**config.mk**
```make
export PLATFORM = sky130hd
export DESIGN_NAME = delay_weighted_next_hop_selector_flat
export DESIGN_NICKNAME = d
export VERILOG_FILES = /design/src/rtl/core/dwnhs_pkg.sv /design/src/rtl/core/dwnhs_if.sv /design/src/rtl/core/delay_weighted_next_hop_selector.sv /design/src/flat_wrapper.sv
export SDC_FILE = /design/constraint.sdc
export NUM_CORES = 1
export LEC_CHECK = 0
export BUFFER_PORTS_ARGS = -buffer_cell sky130_fd_sc_hd__buf_4
export CORE_MARGIN = 2
export CORE_UTILIZATION = 50
export CTS_BUF_LIST = sky130_fd_sc_hd__clkbuf_4 sky130_fd_sc_hd__clkbuf_8 sky130_fd_sc_hd__clkbuf_16
export DETAILED_ROUTE_END_ITERATION = 6
export PLACE_DENSITY = 0.66
export SYNTH_ARGS = -nofsm -noshare
export SYNTH_HDL_FRONTEND = slang
export SYNTH_SLANG_ARGS = --single-unit
```
**constraint.sdc**
```tcl
create_clock -name clk -period 12.3 [get_ports clk]
set_clock_uncertainty 0.1 [all_clocks]
set_input_delay 1.845 -clock clk [delete_from_list [all_inputs] [get_ports clk]]
set_output_delay 1.845 -clock clk [all_outputs]
set_load 0.05 [all_outputs]
```
**src/rtl/core/dwnhs_pkg.sv**
```systemverilog
`default_nettype none
// ----------------------------------------------------------------------------
// dwnhs_pkg
// Shared types and constants of the delay-weighted next-hop selector.
// ----------------------------------------------------------------------------
package dwnhs_pkg;

	localparam int MAX_FACES_DEF    = 16;
	localparam int FACE_ID_BITS_DEF = 16;
	localparam int FACE_W           = 16;
	localparam int DELAY_W          = 16;
	localparam int RND_W            = 36;
	localparam int TOTAL_W          = 32;
	localparam int OUTCOME_W        = 4;

	typedef enum logic [1:0] {
		FUNC_LIST   = 2'd0,
		FUNC_SELECT = 2'd1,
		FUNC_REPORT = 2'd2,
		FUNC_NONE   = 2'd3
	} func_t;

	typedef enum logic [OUTCOME_W-1:0] {
		OUT_KEPT      = 4'd0,
		OUT_ADDED     = 4'd1,
		OUT_FULL      = 4'd2,
		OUT_FORWARDED = 4'd3,
		OUT_REJECTED  = 4'd4,
		OUT_IGNORED   = 4'd5,
		OUT_RECORDED  = 4'd6,
		OUT_UNKNOWN   = 4'd7,
		OUT_NO_TIMING = 4'd8
	} outcome_t;

	typedef struct packed {
		logic [1:0]         func;
		logic [FACE_W-1:0]  face_id;
		logic               may_forward;
		logic               not_new;
		logic               timing_known;
		logic [DELAY_W-1:0] delay_ms;
		logic [RND_W-1:0]   random_value;
	} req_t;

	typedef struct packed {
		logic [OUTCOME_W-1:0] outcome;
		logic [FACE_W-1:0]    chosen_face;
	} rsp_t;

endpackage

`default_nettype wire

```
**src/rtl/core/dwnhs_if.sv**
```systemverilog
`default_nettype none
// ----------------------------------------------------------------------------
// dwnhs_req_if / dwnhs_rsp_if
// Valid/ready channels carrying request and result beats.
// ----------------------------------------------------------------------------
interface dwnhs_req_if;
	logic           valid;
	logic           ready;
	dwnhs_pkg::req_t data;
	modport source (output valid, output data, input ready);
	modport sink   (input valid, input data, output ready);
endinterface

interface dwnhs_rsp_if;
	logic           valid;
	logic           ready;
	dwnhs_pkg::rsp_t data;
	modport source (output valid, output data, input ready);
	modport sink   (input valid, input data, output ready);
endinterface

`default_nettype wire

```
**src/rtl/core/delay_weighted_next_hop_selector.sv**
```systemverilog
`default_nettype none
// ----------------------------------------------------------------------------
// delay_weighted_next_hop_selector
// Next-hop table with inverse-delay weighted random face choice.
// ----------------------------------------------------------------------------
// One item at a time. Face id and delay per slot live in a one-port-read
// synchronous memory with a registered read; valid/seen/permitted bits and
// the delay total are flops. A list or report scans the memory for a match.
// A select prunes, then picks the next face in (delay, id) order by a full
// memory scan per position; an early match ends the walk. Ignored and
// no-timing items answer in the cycle after acceptance. The result sits in
// an output register and is held until taken.
module delay_weighted_next_hop_selector #(
	parameter int MAX_FACES    = dwnhs_pkg::MAX_FACES_DEF,
	parameter int FACE_ID_BITS = dwnhs_pkg::FACE_ID_BITS_DEF
) (
	input  wire logic    clk,
	input  wire logic    arst_n,
	dwnhs_req_if.sink    req,
	dwnhs_rsp_if.source  rsp
);
	localparam int IW = (MAX_FACES > 1) ? $clog2(MAX_FACES) : 1;
	localparam int CW = $clog2(MAX_FACES + 1);
	localparam int KW = 64 - FACE_ID_BITS;
	localparam int SW = dwnhs_pkg::DELAY_W + dwnhs_pkg::FACE_W;
	localparam int AW = dwnhs_pkg::TOTAL_W + IW + 1;

	typedef enum logic [5:0] {
		ST_IDLE  = 6'b000001,
		ST_SCAN  = 6'b000010,
		ST_LIST  = 6'b000100,
		ST_WALK  = 6'b001000,
		ST_PICK  = 6'b010000,
		ST_OUT   = 6'b100000
	} state_t;

	// face/delay memory
	logic [dwnhs_pkg::FACE_W-1:0]  mem_face  [MAX_FACES];
	logic [dwnhs_pkg::DELAY_W-1:0] mem_delay [MAX_FACES];
	logic [IW-1:0]                 rd_addr;
	logic [dwnhs_pkg::FACE_W-1:0]  rd_face_s1;
	logic [dwnhs_pkg::DELAY_W-1:0] rd_delay_s1;
	logic                          wr_en;
	logic [IW-1:0]                 wr_addr;
	logic [dwnhs_pkg::FACE_W-1:0]  wr_face;
	logic [dwnhs_pkg::DELAY_W-1:0] wr_delay;

	always_ff @(posedge clk) begin
		if (wr_en) begin
			mem_face[wr_addr]  <= wr_face;
			mem_delay[wr_addr] <= wr_delay;
		end
		rd_face_s1  <= mem_face[rd_addr];
		rd_delay_s1 <= mem_delay[rd_addr];
	end

	state_t                        state_q;
	dwnhs_pkg::req_t               req_q;
	logic [MAX_FACES-1:0]          valid_q, seen_q, perm_q, used_q;
	logic [MAX_FACES-1:0]          perm_sel_q;
	logic [dwnhs_pkg::TOTAL_W-1:0] total_q;
	logic [CW-1:0]                 cnt_q;
	logic [IW-1:0]                 idx_s1;
	logic                          rd_v_s1;
	logic                          hit_q;
	logic [IW-1:0]                 hit_idx_q;
	logic [dwnhs_pkg::DELAY_W-1:0] hit_delay_q;
	// best candidate of current walk scan
	logic                          best_v_q;
	logic [IW-1:0]                 best_idx_q;
	logic [SW-1:0]                 best_key_q;
	logic [AW-1:0]                 cum_q;
	dwnhs_pkg::rsp_t               rsp_q;
	logic                          rsp_v_q;

	logic [dwnhs_pkg::FACE_W-1:0] masked_id;
	assign masked_id = dwnhs_pkg::FACE_W'(
		(64'(req_q.face_id) << KW) >> KW);

	logic [SW-1:0] rd_key;
	assign rd_key = {rd_delay_s1, rd_face_s1};

	logic          scan_done;
	assign scan_done = (cnt_q == CW'(MAX_FACES));
	assign rd_addr = cnt_q[IW-1:0];

	// first free slot
	logic          free_v;
	logic [IW-1:0] free_idx;
	always_comb begin
		free_v   = 1'b0;
		free_idx = '0;
		for (int i = MAX_FACES - 1; i >= 0; i--) begin
			if (!valid_q[i]) begin
				free_v   = 1'b1;
				free_idx = IW'(i);
			end
		end
	end

	// weight of picked face and next cumulative sum
	logic [AW-1:0] weight, cum_next;
	logic [dwnhs_pkg::DELAY_W-1:0] best_delay;
	assign best_delay = best_key_q[SW-1 -: dwnhs_pkg::DELAY_W];
	assign weight = (total_q >= dwnhs_pkg::TOTAL_W'(best_delay)) ?
		AW'(total_q - dwnhs_pkg::TOTAL_W'(best_delay)) : '0;
	assign cum_next = cum_q + weight;

	// report: new total with clamp
	logic [dwnhs_pkg::TOTAL_W:0] tsum, tnew;
	always_comb begin
		tsum = {1'b0, total_q} + (dwnhs_pkg::TOTAL_W + 1)'(req_q.delay_ms);
		if (tsum >= (dwnhs_pkg::TOTAL_W + 1)'(hit_delay_q))
			tnew = tsum - (dwnhs_pkg::TOTAL_W + 1)'(hit_delay_q);
		else
			tnew = '0;
		if (tnew[dwnhs_pkg::TOTAL_W])
			tnew = {1'b0, {dwnhs_pkg::TOTAL_W{1'b1}}};
	end

	always_comb begin
		wr_en    = 1'b0;
		wr_addr  = free_idx;
		wr_face  = masked_id;
		wr_delay = '0;
		if (state_q == ST_LIST) begin
			if (req_q.func == dwnhs_pkg::FUNC_REPORT) begin
				wr_en    = hit_q;
				wr_addr  = hit_idx_q;
				wr_delay = req_q.delay_ms;
			end else begin
				wr_en = !hit_q && free_v;
			end
		end
	end

	assign req.ready  = (state_q == ST_IDLE) && !rsp_v_q;
	assign rsp.valid  = rsp_v_q;
	assign rsp.data   = rsp_q;

	always_ff @(posedge clk or negedge arst_n) begin
		if (!arst_n) begin
			state_q  <= ST_IDLE;
			valid_q  <= '0;
			seen_q   <= '0;
			perm_q   <= '0;
			used_q   <= '0;
			total_q  <= '0;
			cnt_q    <= '0;
			rd_v_s1  <= 1'b0;
			hit_q    <= 1'b0;
			best_v_q <= 1'b0;
			rsp_v_q  <= 1'b0;
		end else begin
			if (rsp_v_q && rsp.ready)
				rsp_v_q <= 1'b0;
			rd_v_s1 <= 1'b0;
			unique case (state_q)
				ST_IDLE: begin
					if (req.valid && req.ready) begin
						req_q    <= req.data;
						cnt_q    <= '0;
						hit_q    <= 1'b0;
						best_v_q <= 1'b0;
						cum_q    <= '0;
						used_q   <= '0;
						unique case (dwnhs_pkg::func_t'(req.data.func))
							dwnhs_pkg::FUNC_LIST: state_q <= ST_SCAN;
							dwnhs_pkg::FUNC_REPORT: begin
								if (req.data.timing_known) begin
									state_q <= ST_SCAN;
								end else begin
									rsp_q   <= '{dwnhs_pkg::OUT_NO_TIMING, '0};
									rsp_v_q <= 1'b1;
								end
							end
							dwnhs_pkg::FUNC_SELECT: begin
								seen_q <= '0;
								perm_q <= '0;
								if (req.data.not_new) begin
									rsp_q   <= '{dwnhs_pkg::OUT_IGNORED, '0};
									rsp_v_q <= 1'b1;
								end else begin
									valid_q <= valid_q & seen_q;
									state_q <= ST_WALK;
								end
							end
							default: begin
								rsp_q   <= '{dwnhs_pkg::OUT_IGNORED, '0};
								rsp_v_q <= 1'b1;
							end
						endcase
					end
				end
				// memory scan: match search (list/report) or next-best search (walk)
				ST_SCAN, ST_WALK: begin
					if (!scan_done) begin
						cnt_q   <= cnt_q + 1'b1;
						rd_v_s1 <= 1'b1;
						idx_s1  <= cnt_q[IW-1:0];
					end
					if (rd_v_s1 && valid_q[idx_s1]) begin
						if (state_q == ST_SCAN) begin
							if (rd_face_s1 == masked_id && !hit_q) begin
								hit_q       <= 1'b1;
								hit_idx_q   <= idx_s1;
								hit_delay_q <= rd_delay_s1;
							end
						end else if (!used_q[idx_s1] &&
							(!best_v_q || rd_key < best_key_q)) begin
							best_v_q   <= 1'b1;
							best_idx_q <= idx_s1;
							best_key_q <= rd_key;
						end
					end
					if (scan_done && !rd_v_s1)
						state_q <= (state_q == ST_SCAN) ? ST_LIST : ST_PICK;
				end
				ST_LIST: begin
					state_q <= ST_OUT;
					if (req_q.func == dwnhs_pkg::FUNC_REPORT) begin
						if (hit_q) begin
							total_q <= tnew[dwnhs_pkg::TOTAL_W-1:0];
							rsp_q   <= '{dwnhs_pkg::OUT_RECORDED, '0};
						end else begin
							rsp_q   <= '{dwnhs_pkg::OUT_UNKNOWN, '0};
						end
					end else if (hit_q) begin
						seen_q[hit_idx_q] <= 1'b1;
						perm_q[hit_idx_q] <= req_q.may_forward;
						rsp_q <= '{dwnhs_pkg::OUT_KEPT, '0};
					end else if (free_v) begin
						valid_q[free_idx] <= 1'b1;
						seen_q[free_idx]  <= 1'b1;
						perm_q[free_idx]  <= req_q.may_forward;
						rsp_q <= '{dwnhs_pkg::OUT_ADDED, '0};
					end else begin
						rsp_q <= '{dwnhs_pkg::OUT_FULL, '0};
					end
				end
				// evaluate next face in order; perm_q was cleared, use saved copy
				ST_PICK: begin
					if (!best_v_q) begin
						rsp_q   <= '{dwnhs_pkg::OUT_REJECTED, '0};
						state_q <= ST_OUT;
					end else begin
						cum_q              <= cum_next;
						used_q[best_idx_q] <= 1'b1;
						if (AW'(req_q.random_value) <= cum_next
							&& perm_sel_q[best_idx_q]) begin
							rsp_q <= '{dwnhs_pkg::OUT_FORWARDED,
								best_key_q[dwnhs_pkg::FACE_W-1:0]};
							state_q <= ST_OUT;
						end else begin
							cnt_q    <= '0;
							best_v_q <= 1'b0;
							state_q  <= ST_WALK;
						end
					end
				end
				ST_OUT: begin
					rsp_v_q <= 1'b1;
					state_q <= ST_IDLE;
				end
				default: state_q <= ST_IDLE;
			endcase
		end
	end

	// permitted bits captured at select, used during the walk
	always_ff @(posedge clk) begin
		if (state_q == ST_IDLE && req.valid && req.ready)
			perm_sel_q <= perm_q;
	end

endmodule

`default_nettype wire
```
**src/flat_wrapper.sv**
```systemverilog
// flat-port wrapper written by rule: the top's interface ports become plain ports
module delay_weighted_next_hop_selector_flat 
#(
	parameter int MAX_FACES    = dwnhs_pkg::MAX_FACES_DEF,
	parameter int FACE_ID_BITS = dwnhs_pkg::FACE_ID_BITS_DEF
)
  (clk, arst_n, req_valid, req_data, req_ready, rsp_valid, rsp_data, rsp_ready);
  dwnhs_req_if req_i ();
  dwnhs_rsp_if rsp_i ();
  input  wire logic clk;
  input  wire logic arst_n;
  input wire logic [$bits(req_i.valid)-1:0] req_valid;
  input wire logic [$bits(req_i.data)-1:0] req_data;
  output wire logic [$bits(req_i.ready)-1:0] req_ready;
  output wire logic [$bits(rsp_i.valid)-1:0] rsp_valid;
  output wire logic [$bits(rsp_i.data)-1:0] rsp_data;
  input wire logic [$bits(rsp_i.ready)-1:0] rsp_ready;
  assign req_i.valid = req_valid;
  assign req_i.data = req_data;
  assign req_ready = req_i.ready;
  assign rsp_valid = rsp_i.valid;
  assign rsp_data = rsp_i.data;
  assign rsp_i.ready = rsp_ready;
  delay_weighted_next_hop_selector #(.MAX_FACES(MAX_FACES), .FACE_ID_BITS(FACE_ID_BITS)) u_core (.clk(clk), .arst_n(arst_n), .req(req_i), .rsp(rsp_i));
endmodule
```
---- Word level (Yosys, flattened, before mapping) ----
Memory sizes are Yosys's and may differ from the RTL's. A register that Yosys moved wholly into a read port is not among the register bits.
Cells that the tools add are included.
word-level totals
  bits in registers ....................... 315
  latch bits .............................. 0
  memory bits (writable) .................. 512
  bits in read-only memories .............. 0
  output and inout bits ................... 22
  memories kept ........................... 2
cells by class
  $add $sub $neg .......................... 5
  multipliers ............................. 0
  divide/modulo/power cells ............... 0
  magnitude comparators ................... 11
  equal/unequal tests ..................... 34
  shifts and indexed selects .............. 0
  multiplexer cells ....................... 124
  bitwise gates (word level) .............. 7
  reduce and logical (&&, ||, !) cells .... 41
memory list
  name              depth  width  rd ports  clocked after Yosys merged registers in  write ports  line                                    RTL
  u_core.mem_delay  16     16     1         1                                        1            delay_weighted_next_hop_selector.sv:39  logic [dwnhs_pkg::DELAY_W-1:0] mem_delay [MAX_FACES];
  u_core.mem_face   16     16     1         1                                        1            delay_weighted_next_hop_selector.sv:38  logic [dwnhs_pkg::FACE_W-1:0] mem_face [MAX_FACES];
operators with widths
  cell                                 number
  two-way mux 16 bit                   18
  two-way mux 20 bit                   7
  one-hot mux 16 bit (2 select lines)  4
  one-hot mux 20 bit (3 select lines)  2
  two-way mux 37 bit                   3
  one-hot mux 37 bit (2 select lines)  1
  two-way mux 4 bit                    18
  bitwise OR 16 bit                    4
  two-way mux 1 bit                    41
  adder 37 bit                         1
  <= comparator 36 x 37 -> 1 bit       1
  two-way mux 6 bit                    6
  AND reduction 5 bit                  7
  adder 32 x 16 -> 33 bit              1
  >= comparator 33 x 16 -> 1 bit       1
  two-way mux 33 bit                   1
  subtractor 32 x 16 -> 33 bit         1
  subtractor 33 x 16 -> 33 bit         1
  bitwise mux 16 bit                   2
  >= comparator 32 x 16 -> 1 bit       1
  less-than comparator 32 bit          1
  two-way mux 32 bit                   1
  two-way mux 5 bit                    5
  one-hot mux 6 bit (4 select lines)   1
  other kinds (38)                     93

---- Logic depth before layout (Yosys ltp) ----
Gate-level depths: netlist of run 1.
  depth in word-level cells ............... 25
  gate-level depth with buffers ........... 36
  depth with buffers taken out ............ 35

---- Worst setup path before layout of run 1 ----
Ideal clock, no wire load.
  kind .................................... register to register
  from .................................... reg u_core.total_q[1] in the netlist's numbering
  to ...................................... reg u_core.rsp_q (netlist bit u_core.rsp.data[0]) (enable)
  setup time .............................. 0.375 ns
  arrival time ............................ 6.560 ns
  data required time ...................... 11.825 ns
  path slack .............................. 5.265 ns
  cell stages (with the launch flop) ...... 32
  buffers on the path ..................... 2
  clock period less this slack ............ 7.035 ns
  cells stage by stage .................... dfrtp_1 -> ha_1 -> nor2b_1 -> o31a_1 -> o41ai_1 -> a31oi_1 -> o21ai_0 -> nand2_1 -> nor2_1 -> clkbuf_1 -> buf_1 -> nor2_1 -> ha_1 -> a21o_1 -> nor3_1 -> a21oi_1 -> a221o_1 -> a211oi_1 -> o21ai_0 -> a21o_1 -> a21oi_1 -> xor2_1 -> ha_1 -> nand4_1 -> nor2_1 -> nand3_1 -> a31oi_1 -> a211o_1 -> nor4_1 -> o31ai_1 -> nand3_1 -> o211a_1
on the way
  word-level cells in the longest chain between the ends .. 7
RTL lines
  element                                                                         line                                                                              RTL
  start, declared                                                                 delay_weighted_next_hop_selector.sv:61                                            logic [dwnhs_pkg::TOTAL_W-1:0] total_q;
  start signal, assigned                                                          delay_weighted_next_hop_selector.sv:223                                           total_q <= tnew[dwnhs_pkg::TOTAL_W-1:0];
  subtractor 32 x 16 -> 33 bit or >= comparator 32 x 16 -> 1 bit (tied branches)  delay_weighted_next_hop_selector.sv:106, delay_weighted_next_hop_selector.sv:105
  two-way mux 37 bit *                                                            delay_weighted_next_hop_selector.sv:105                                           assign weight = (total_q >= dwnhs_pkg::TOTAL_W'(best_delay)) ?
  adder 37 bit *                                                                  delay_weighted_next_hop_selector.sv:107                                           assign cum_next = cum_q + weight;
  <= comparator 36 x 37 -> 1 bit *                                                delay_weighted_next_hop_selector.sv:249                                           if (AW'(req_q.random_value) <= cum_next
  logical AND 1 bit *                                                             delay_weighted_next_hop_selector.sv:250                                           && perm_sel_q[best_idx_q]) begin
  inequality test 3 bit (no source line) *                                        n/a
  AND reduction 7 bit (no source line) *                                          n/a
  end signal, assigned                                                            delay_weighted_next_hop_selector.sv:238                                           rsp_q <= '{dwnhs_pkg::OUT_FULL, '0};
  end signal, assigned                                                            delay_weighted_next_hop_selector.sv:244                                           rsp_q <= '{dwnhs_pkg::OUT_REJECTED, '0};
  end signal, assigned                                                            delay_weighted_next_hop_selector.sv:251                                           rsp_q <= '{dwnhs_pkg::OUT_FORWARDED,
  end, declared                                                                   delay_weighted_next_hop_selector.sv:73                                            dwnhs_pkg::rsp_t rsp_q;
Every way passes the cells marked *; elsewhere a longest branch is shown, timed or not.
A chain may end at the register's enable or synchronous reset.

---- Final worst setup path of run 1 ----
  from .................................... reg u_core.total_q[1] in the netlist's numbering
  to ...................................... reg u_core.rsp_q (netlist bit u_core.rsp.data[8]) (enable)
The elaborated chain is that of the path after synthesis.

==> PnR_summary.wiki, run 1 <==
{| class="wikitable"
! Metric !! Value
|-
| Number of post-CTS setup repair buffers || 0
|-
| Global routing usage summed across all routing layers || 24.3%
|-
| Final net count || 3,054
|-
| Vertical extent of the die || 284 µm
|-
| Main combinational cell family by area after synthesis || multiplexers
|-
| Top Ports || 99
|-
| Aggregate negative setup slack || 0 ns
|-
| Post-CTS sizing || 0
|-
| Total CTS buffers || 90
|-
| Synth-to-Final Area Change || 13.1%
|-
| Total routed wirelength || 97,500 µm
|-
| Filler cells || 6,147
|-
| Fraction of synthesized cell area taken by the top area cell type || 54.8%
|-
| Synthesized net count || 2,930
|-
| Number of standard-cell rows in the floorplan || 102
|-
| Die area || 80,800 µm²
|-
| Number of buffers inserted by hold repair at cts || 0
|-
| Most area-hungry cell type in the Yosys netlist || sky130_fd_sc_hd__edfxtp_1
|-
| Most instantiated cells after synthesis || sky130_fd_sc_hd__edfxtp_1, sky130_fd_sc_hd__nor2_1, sky130_fd_sc_hd__mux4_2, sky130_fd_sc_hd__ha_1
|-
| Crit Reg-Reg Startpoint || u_core.total_q[1]
|-
| Root Driver || sky130_fd_sc_hd__clkbuf_16
|-
| Fraction of the mapped netlist area in simple logic gates || 8.08%
|-
| DRC violations left || 1
|-
| RSZ-0062 raised after global routing || false
|-
| Core region area || 77,600 µm²
|-
| Fraction of the mapped netlist area in compound gates || 8.18%
|-
| Clock transition at the registers of the reported paths || 0.06 ns
|-
| Share of cells above drive strength 1 || 17.5%
|-
| Via count || 23,700
|-
| Failing checks || DRC
|-
| Actual slew at the worst max-slew pin || 1.12 ns
|-
| Horizontal extent of the die || 284 µm
|-
| Origin of the worst setup path || u_core.total_q[1]
|-
| Clock tree from TritonCTS || done
|-
| Post-synthesis sequential area ratio || 63.5%
|-
| Gate Count Post-Synth || 2,692
|-
| Wire per inst || 24.8 µm
|-
| EDFF count, synth || 716
|-
| Startpoint kind of the worst setup timing path || flop
|-
| Vias in the first global route || 24,200
|-
| Min-delay worst type || flop to flop
|-
| H-Tree Level Count || 3
|-
| Power Dens Cells || 190 nW/µm²
|-
| Number of clock sinks seen by CTS || 859
|-
| Predominant post-synthesis flop cell || sky130_fd_sc_hd__edfxtp_1
|-
| Clock buffer depth || 3
|-
| Post-Synthesis Cell Area || 39,300 µm²
|-
| Max-slew violation count || 0
|-
| Tcrit/Tclk final || 69.3%
|-
| Mux share of post-synthesis cell area || 10.4%
|-
| Antenna violations before repair || 5
|-
| Setup-failing EPs final || 0
|-
| Per-instance average area after synthesis || 14.6 µm²
|-
| Share of synthesized cell area in full adder, half adder and majority cells || 5.21%
|-
| Startpoint of the most critical hold path || u_core.perm_q[8]
|-
| Distinct cell type count after synthesis || 81
|-
| GPL Wtd Cong || 0.922
|-
| Count of state elements after synthesis || 859
|-
| Maximum number of pins on one net before global-route repair || 69
|-
| Hold Violations, Final || 0
|-
| Crit path kind || flop to flop
|-
| Starting utilization of the core area || 50.6%
|-
| Wire length of the first global-routing pass || 149,000 µm
|-
| Port Buffers || 98
|-
| Count of warnings emitted by yosys || 0
|-
| Worst-skew pair later-pin latency || 0.67 ns
|-
| Period minus WS final || 8.52 ns
|-
| Number of max-cap violations || 0
|-
| Slew HR || 25.2%
|-
| Violation count after the first detailed-routing iteration || 2,150
|-
| Cell with the biggest individual delay on the critical path || sky130_fd_sc_hd__o31ai_1
|-
| Aggregate global routing overflow || 0
|-
| Leading post-synthesis cells by cell area || sky130_fd_sc_hd__edfxtp_1, sky130_fd_sc_hd__mux4_2, sky130_fd_sc_hd__dfrtp_1, sky130_fd_sc_hd__ha_1, sky130_fd_sc_hd__nor2_1
|-
| F_max || 0.117 GHz
|-
| Number of detailed-route iterations in the first pass || 7
|-
| Status || finished, violations left
|-
| Post-DR vias/cell || 6.02
|-
| Endpoint kind of the worst setup timing path || flop
|-
| Synthesized-area fraction occupied by xor and xnor cells || 2.69%
|-
| Post-layout total power || 8450 µW
|-
| Count of antenna-violating nets left after detailed routing || 0
|-
| Placed wire-length estimate after detailed placement || 62,000 µm
|-
| Slowest stage delay, CP || 0.75 ns
|-
| Async set or reset register ratio after synthesis || 12.9%
|-
| Leakage power || 0.0159 µW
|-
| Most numerous cell in the Yosys netlist || sky130_fd_sc_hd__edfxtp_1
|-
| Highest net fanout along the worst path || 30
|-
| Endpoint arrival time on the critical path || 8.66 ns
|-
| Post-layout instance count excluding filler cells || 3,935
|-
| VDD IR-drop max || 0.000131 V
|-
| Required time of the critical path || 12.44 ns
|-
| Cell count after placement || 3,764
|}
final timing paths:
kind | slack [ns] | to | cells after the start
max | 3.78 | u_core.rsp.data[8] | 33
min | 0.35 | u_core.perm_sel_q[8] | 0
max reg2reg | 3.78 | u_core.rsp.data[8] | 33
min reg2reg | 0.35 | u_core.perm_sel_q[8] | 0
max in group asynchronous | 9.78 | u_core.cnt_q[1] | 2
min in group asynchronous | 1.03 | u_core.total_q[1] | 1
power by group:
group | switching, µW | internal [µW]
clock | 1160 | 1620
sequential | 289 | 3410
combinational | 1100 | 864
total | 2550 | 5900
cells by family after synthesis:
family	count (synthesis)
flops	859
simple gates	656
compound gates	509
buf+inv	200
mux	188
fa+ha+maj	161
xor+xnor	119
placed cells by master (no fill, tap or decap), drive strengths merged, types with 42 or more instances in the layout:
cell,Yosys,layout
edfxtp,716,716
nor2,229,229
mux4,175,175
ha,157,157
o21ai,147,147
nand2,146,146
a21oi,144,144
buf,23,134
clkbuf,79,115
dfrtp,110,110
inv,98,100
xnor2,72,72
a21o,56,56
xor2,46,46
nand3,42,42
clkinv,0,42
worst max-delay path: cells and delay by family, from the launching register on:
| family | cells | cell delay, ns |
|---|---|---|
| AO/OA/AOI/OAI | 15 | 4.41 |
| XOR/XNOR | 1 | 0.26 |
| adder cells (fa/ha/maj) | 4 | 0.94 |
| buffers and inverters | 2 | 0.39 |
| flip-flops | 1 | 0.46 |
| AND/OR/NAND/NOR | 11 | 1.52 |
state kept, by name (all words and copies together) (netlist names), 20 cells and up:
| register | cells |
|---|---|
| u_core.req_q | 55 |
| u_core.mem_face | 256 |
| u_core.total_q | 32 |
| u_core.cum_q | 37 |
| u_core.mem_delay | 256 |
| u_core.rsp.data | 20 |
| u_core.best_key_q | 32 |
stage by stage:
| stage | setup slack, ns | hold WS, ns | instance area, µm² | util (%) |
|---|---|---|---|---|
| after floorplan | 5.26 | 0.323 | 39300 | - |
| after global placement | 4.38 | 0.342 | 41300 | 53.2 |
| after detailed placement | 4.05 | 0.340 | 41300 | 53.2 |
| after CTS | 3.95 | 0.354 | 44400 | 57.2 |
| after global routing | 3.18 | 0.373 | 44400 | 57.2 |
| final | 3.78 | 0.354 | 44400 | 57.2 |
cell type report:
class                   instances  area, µm²  area share, %
flip-flops and latches        859      24900           56.1
multi-input cells            1633      13700           30.9
clock buffers                 115       2500           5.63
well taps                    1040       1300           2.93
repair buffers                134       1010           2.27
clock inverters                54        584           1.32
inverters                      98        368          0.828
diodes                          2       5.00         0.0113
layer usage:
layer  up-vias  global-route usage [%]  part of all wire (%)
li1      10600                       -                     -
met1     12100                    31.9                    41
met2       792                    42.0                    50
met3       170                    3.68                   5.5
met4         2                    7.25                   2.9
met5         -                       0                 0.013
(Power assumes the default switching activity.)
==> inputs of run 2 (changes only) <==
--- a/config.mk
+++ b/config.mk
@@ -5,6 +5,7 @@
 export SDC_FILE = /design/constraint.sdc
 export NUM_CORES = 1
 export LEC_CHECK = 0
+export ABC_AREA = 1
 export BUFFER_PORTS_ARGS = -buffer_cell sky130_fd_sc_hd__buf_4
 export CORE_MARGIN = 2
 export CORE_UTILIZATION = 50
==> constraint.sdc (replaced) <==
create_clock -name clk -period 8.4 [get_ports clk]
set_clock_uncertainty 0.1 [all_clocks]
set_input_delay 1.26 -clock clk [delete_from_list [all_inputs] [get_ports clk]]
set_output_delay 1.26 -clock clk [all_outputs]
set_load 0.05 [all_outputs]
==> PnR_summary.wiki, run 2 <==
{| class="wikitable"
! Metric !! Value
|-
| Most prevalent standard cell on the critical path || sky130_fd_sc_hd__nand2_1
|-
| Count of state elements after synthesis || 859
|-
| Slew HR || 26.7%
|-
| Setup-failing EPs final || 0
|-
| Clock buffer depth || 3
|-
| Min-delay worst type || flop to flop
|-
| Top library cells by usage in the layout, fill and taps aside || sky130_fd_sc_hd__nand2_1, sky130_fd_sc_hd__edfxtp_1, sky130_fd_sc_hd__nor2_1, sky130_fd_sc_hd__o21ai_0, sky130_fd_sc_hd__inv_1
|-
| Top Ports || 99
|-
| Post-layout total power || 12,000 µW
|-
| Gate Count Post-Synth || 4,171
|-
| Post-Synthesis Cell Area || 41,500 µm²
|-
| Placed wire-length estimate after detailed placement || 74,900 µm
|-
| Antenna violations before repair || 1
|-
| Number of post-CTS setup repair buffers || 0
|-
| Die area || 85,200 µm²
|-
| Synthesized net count || 4,409
|-
| Aggregate global routing overflow || 0
|-
| Horizontal extent of the die || 292 µm
|-
| Most instantiated cells after synthesis || sky130_fd_sc_hd__nand2_1, sky130_fd_sc_hd__edfxtp_1, sky130_fd_sc_hd__nor2_1, sky130_fd_sc_hd__o21ai_0, sky130_fd_sc_hd__inv_1
|-
| Core region area || 82,100 µm²
|-
| Maximum number of pins on one net before global-route repair || 91
|-
| Starting utilization of the core area || 50.5%
|-
| Highest net fanout along the worst path || 20
|-
| Net load switching power || 3830 µW
|-
| Number of detailed-route iterations in the first pass || 5
|-
| Internal power || 8140 µW
|-
| Number of clock sinks seen by CTS || 859
|-
| Max-slew violation count || 0
|-
| Crit path kind || flop to flop
|-
| Endpoint arrival time on the critical path || 8.15 ns
|-
| Leakage power || 0.0195 µW
|-
| F_max || 0.127 GHz
|-
| Most numerous cell in the Yosys netlist || sky130_fd_sc_hd__nand2_1
|-
| Total routed wirelength || 114,000 µm
|-
| Async set or reset register ratio after synthesis || 12.9%
|-
| DRC violations left || 0
|-
| Most common library cell in the layout ignoring fill and taps || sky130_fd_sc_hd__nand2_1
|-
| Count of antenna-violating nets left after detailed routing || 0
|-
| Number of standard-cell rows in the floorplan || 105
|-
| Fraction of power spent switching nets || 32.0%
|-
| Predominant post-synthesis flop cell || sky130_fd_sc_hd__edfxtp_1
|-
| H-Tree Level Count || 3
|-
| Share of cells above drive strength 1 || 9.53%
|-
| GPL Wtd Cong || 0.944
|-
| Total CTS buffers || 92
|-
| Per-instance average area after synthesis || 9.94 µm²
|-
| Startpoint kind of the worst setup timing path || flop
|-
| Distinct cell type count after synthesis || 57
|-
| Port Buffers || 98
|-
| Wire length of the first global-routing pass || 173,000 µm
|-
| Endpoint kind of the worst setup timing path || flop
|-
| Root Driver || sky130_fd_sc_hd__clkbuf_16
|-
| Violation count after the first detailed-routing iteration || 3,292
|-
| Part of the power in registers || 43.8%
|-
| VDD IR-drop max || 0.000186 V
|-
| Via count || 30,700
|-
| Post-synthesis sequential area ratio || 60.1%
|-
| Status || completed
|-
| Vertical extent of the die || 292 µm
|-
| Clock transition at the registers of the reported paths || 0.06 ns
|-
| Wire per inst || 21.1 µm
|-
| Most area-hungry cell type in the Yosys netlist || sky130_fd_sc_hd__edfxtp_1
|-
| Aggregate negative setup slack || 0 ns
|-
| Largest registers ranked by flip-flop count || u_core.mem_delay x256, u_core.mem_face x256, u_core.req_q x55
|-
| Count of warnings emitted by yosys || 0
|-
| Synth-to-Final Area Change || 12.2%
|-
| Global routing usage summed across all routing layers || 26.6%
|-
| Antenna diode count || 0
|-
| Cell with the biggest individual delay on the critical path || sky130_fd_sc_hd__nor4_1
|-
| Clock tree from TritonCTS || done
|-
| Vias in the first global route || 29,100
|-
| Power Dens Cells || 257 nW/µm²
|-
| Clock share of power || 34.0%
|-
| Post-CTS sizing || 0
|-
| Post-DR vias/cell || 5.69
|-
| Slowest stage delay, CP || 0.56 ns
|-
| Tcrit/Tclk final || 94.0%
|-
| Leading post-synthesis cells by cell area || sky130_fd_sc_hd__edfxtp_1, sky130_fd_sc_hd__nand2_1, sky130_fd_sc_hd__dfrtp_1, sky130_fd_sc_hd__nor2_1, sky130_fd_sc_hd__ha_1
|-
| Final net count || 4,492
|-
| Number of max-cap violations || 0
|-
| Number of buffers inserted by hold repair at cts || 0
|-
| Period minus WS final || 7.90 ns
|-
| Required time of the critical path || 8.66 ns
|-
| Worst-skew pair later-pin latency || 0.67 ns
|-
| Combinational share of power || 22.2%
|-
| Actual slew at the worst max-slew pin || 1.09 ns
|-
| RSZ-0062 raised after global routing || false
|-
| Fraction of synthesized cell area taken by the top area cell type || 51.9%
|-
| Hold Violations, Final || 0
|-
| EDFF count, synth || 716
|}
[run 2: metrics by stage]
step / worst slack (ns) / hold WS [ns] / cell area, µm² / instances / utilization [%]
2_1_floorplan: 1.83 / 0.325 / 41500 / 4171 / -
3_3_place_gp: 0.587 / 0.332 / 43400 / 5230 / 52.9
3_5_place_dp: 0.735 / 0.335 / 43400 / 5230 / 52.9
4_1_cts: 0.682 / 0.342 / 46500 / 5404 / 56.6
5_1_grt: 0.0894 / 0.354 / 46500 / 5404 / 56.6
6_report: 0.503 / 0.340 / 46500 / 5404 / 56.6
[run 2: final cells by class]
type                       instances  area [µm²]
timing repair buffer             142        1070
inverter                         396        1490
clock inverter                    51         533
multi-input combinational       2763       14600
fill                            7038       35600
sequential                       859       24900
clock buffer                     123        2580
tap                             1070        1340
[run 2: power groups by stage]
stage                     Clock, µW  Combinational [µW]  Sequential, µW
after global routing           4290                2990            5270
after detailed placement          0                2640            5320
final                          4070                2660            5240
after global placement            0                2610            5320
after floorplan                   0                1870            5230
after CTS                      4130                2650            5240
[run 2: layer usage]
layer	GRT usage, %	vias up	part of all wire [%]
li1	-	14600	-
met1	37.8	14700	44
met2	42.2	1196	46
met3	3.65	212	7.1
met4	8.91	0	3.1
met5	0	-	0
[run 2: logic make-up after synthesis]
kind of cell	Yosys count	share of synthesized area [%]
simple gates	1736	17.5
flops	859	60.1
compound gates	794	10.8
buf+inv	549	5.11
fa+ha+maj	161	4.93
xor+xnor	72	1.52
[run 2: worst paths after layout]
check / cells past startpoint / slack, ns / to / from
max: 37 / 0.50 / u_core.rsp.data[15] / u_core.total_q[0]
min: 0 / 0.34 / u_core.perm_sel_q[5] / u_core.perm_q[5]
max reg2reg: 37 / 0.50 / u_core.rsp.data[15] / u_core.total_q[0]
min reg2reg: 0 / 0.34 / u_core.perm_sel_q[5] / u_core.perm_q[5]
max in group asynchronous: 2 / 6.19 / u_core.total_q[27] / arst_n
min in group asynchronous: 1 / 0.49 / u_core.valid_q[14] / arst_n
[run 2: worst max-delay path: cells and delay by family (launching register included)]
kind | cells | cell delay [ns]
adders and majority gates | 4 | 1.25
DFF | 1 | 0.38
and+or+nand+nor | 20 | 3.84
xor gates and xnor gates | 1 | 0.21
AOI/OAI and AO/OA | 6 | 1.05
buffers and inverters | 6 | 0.71
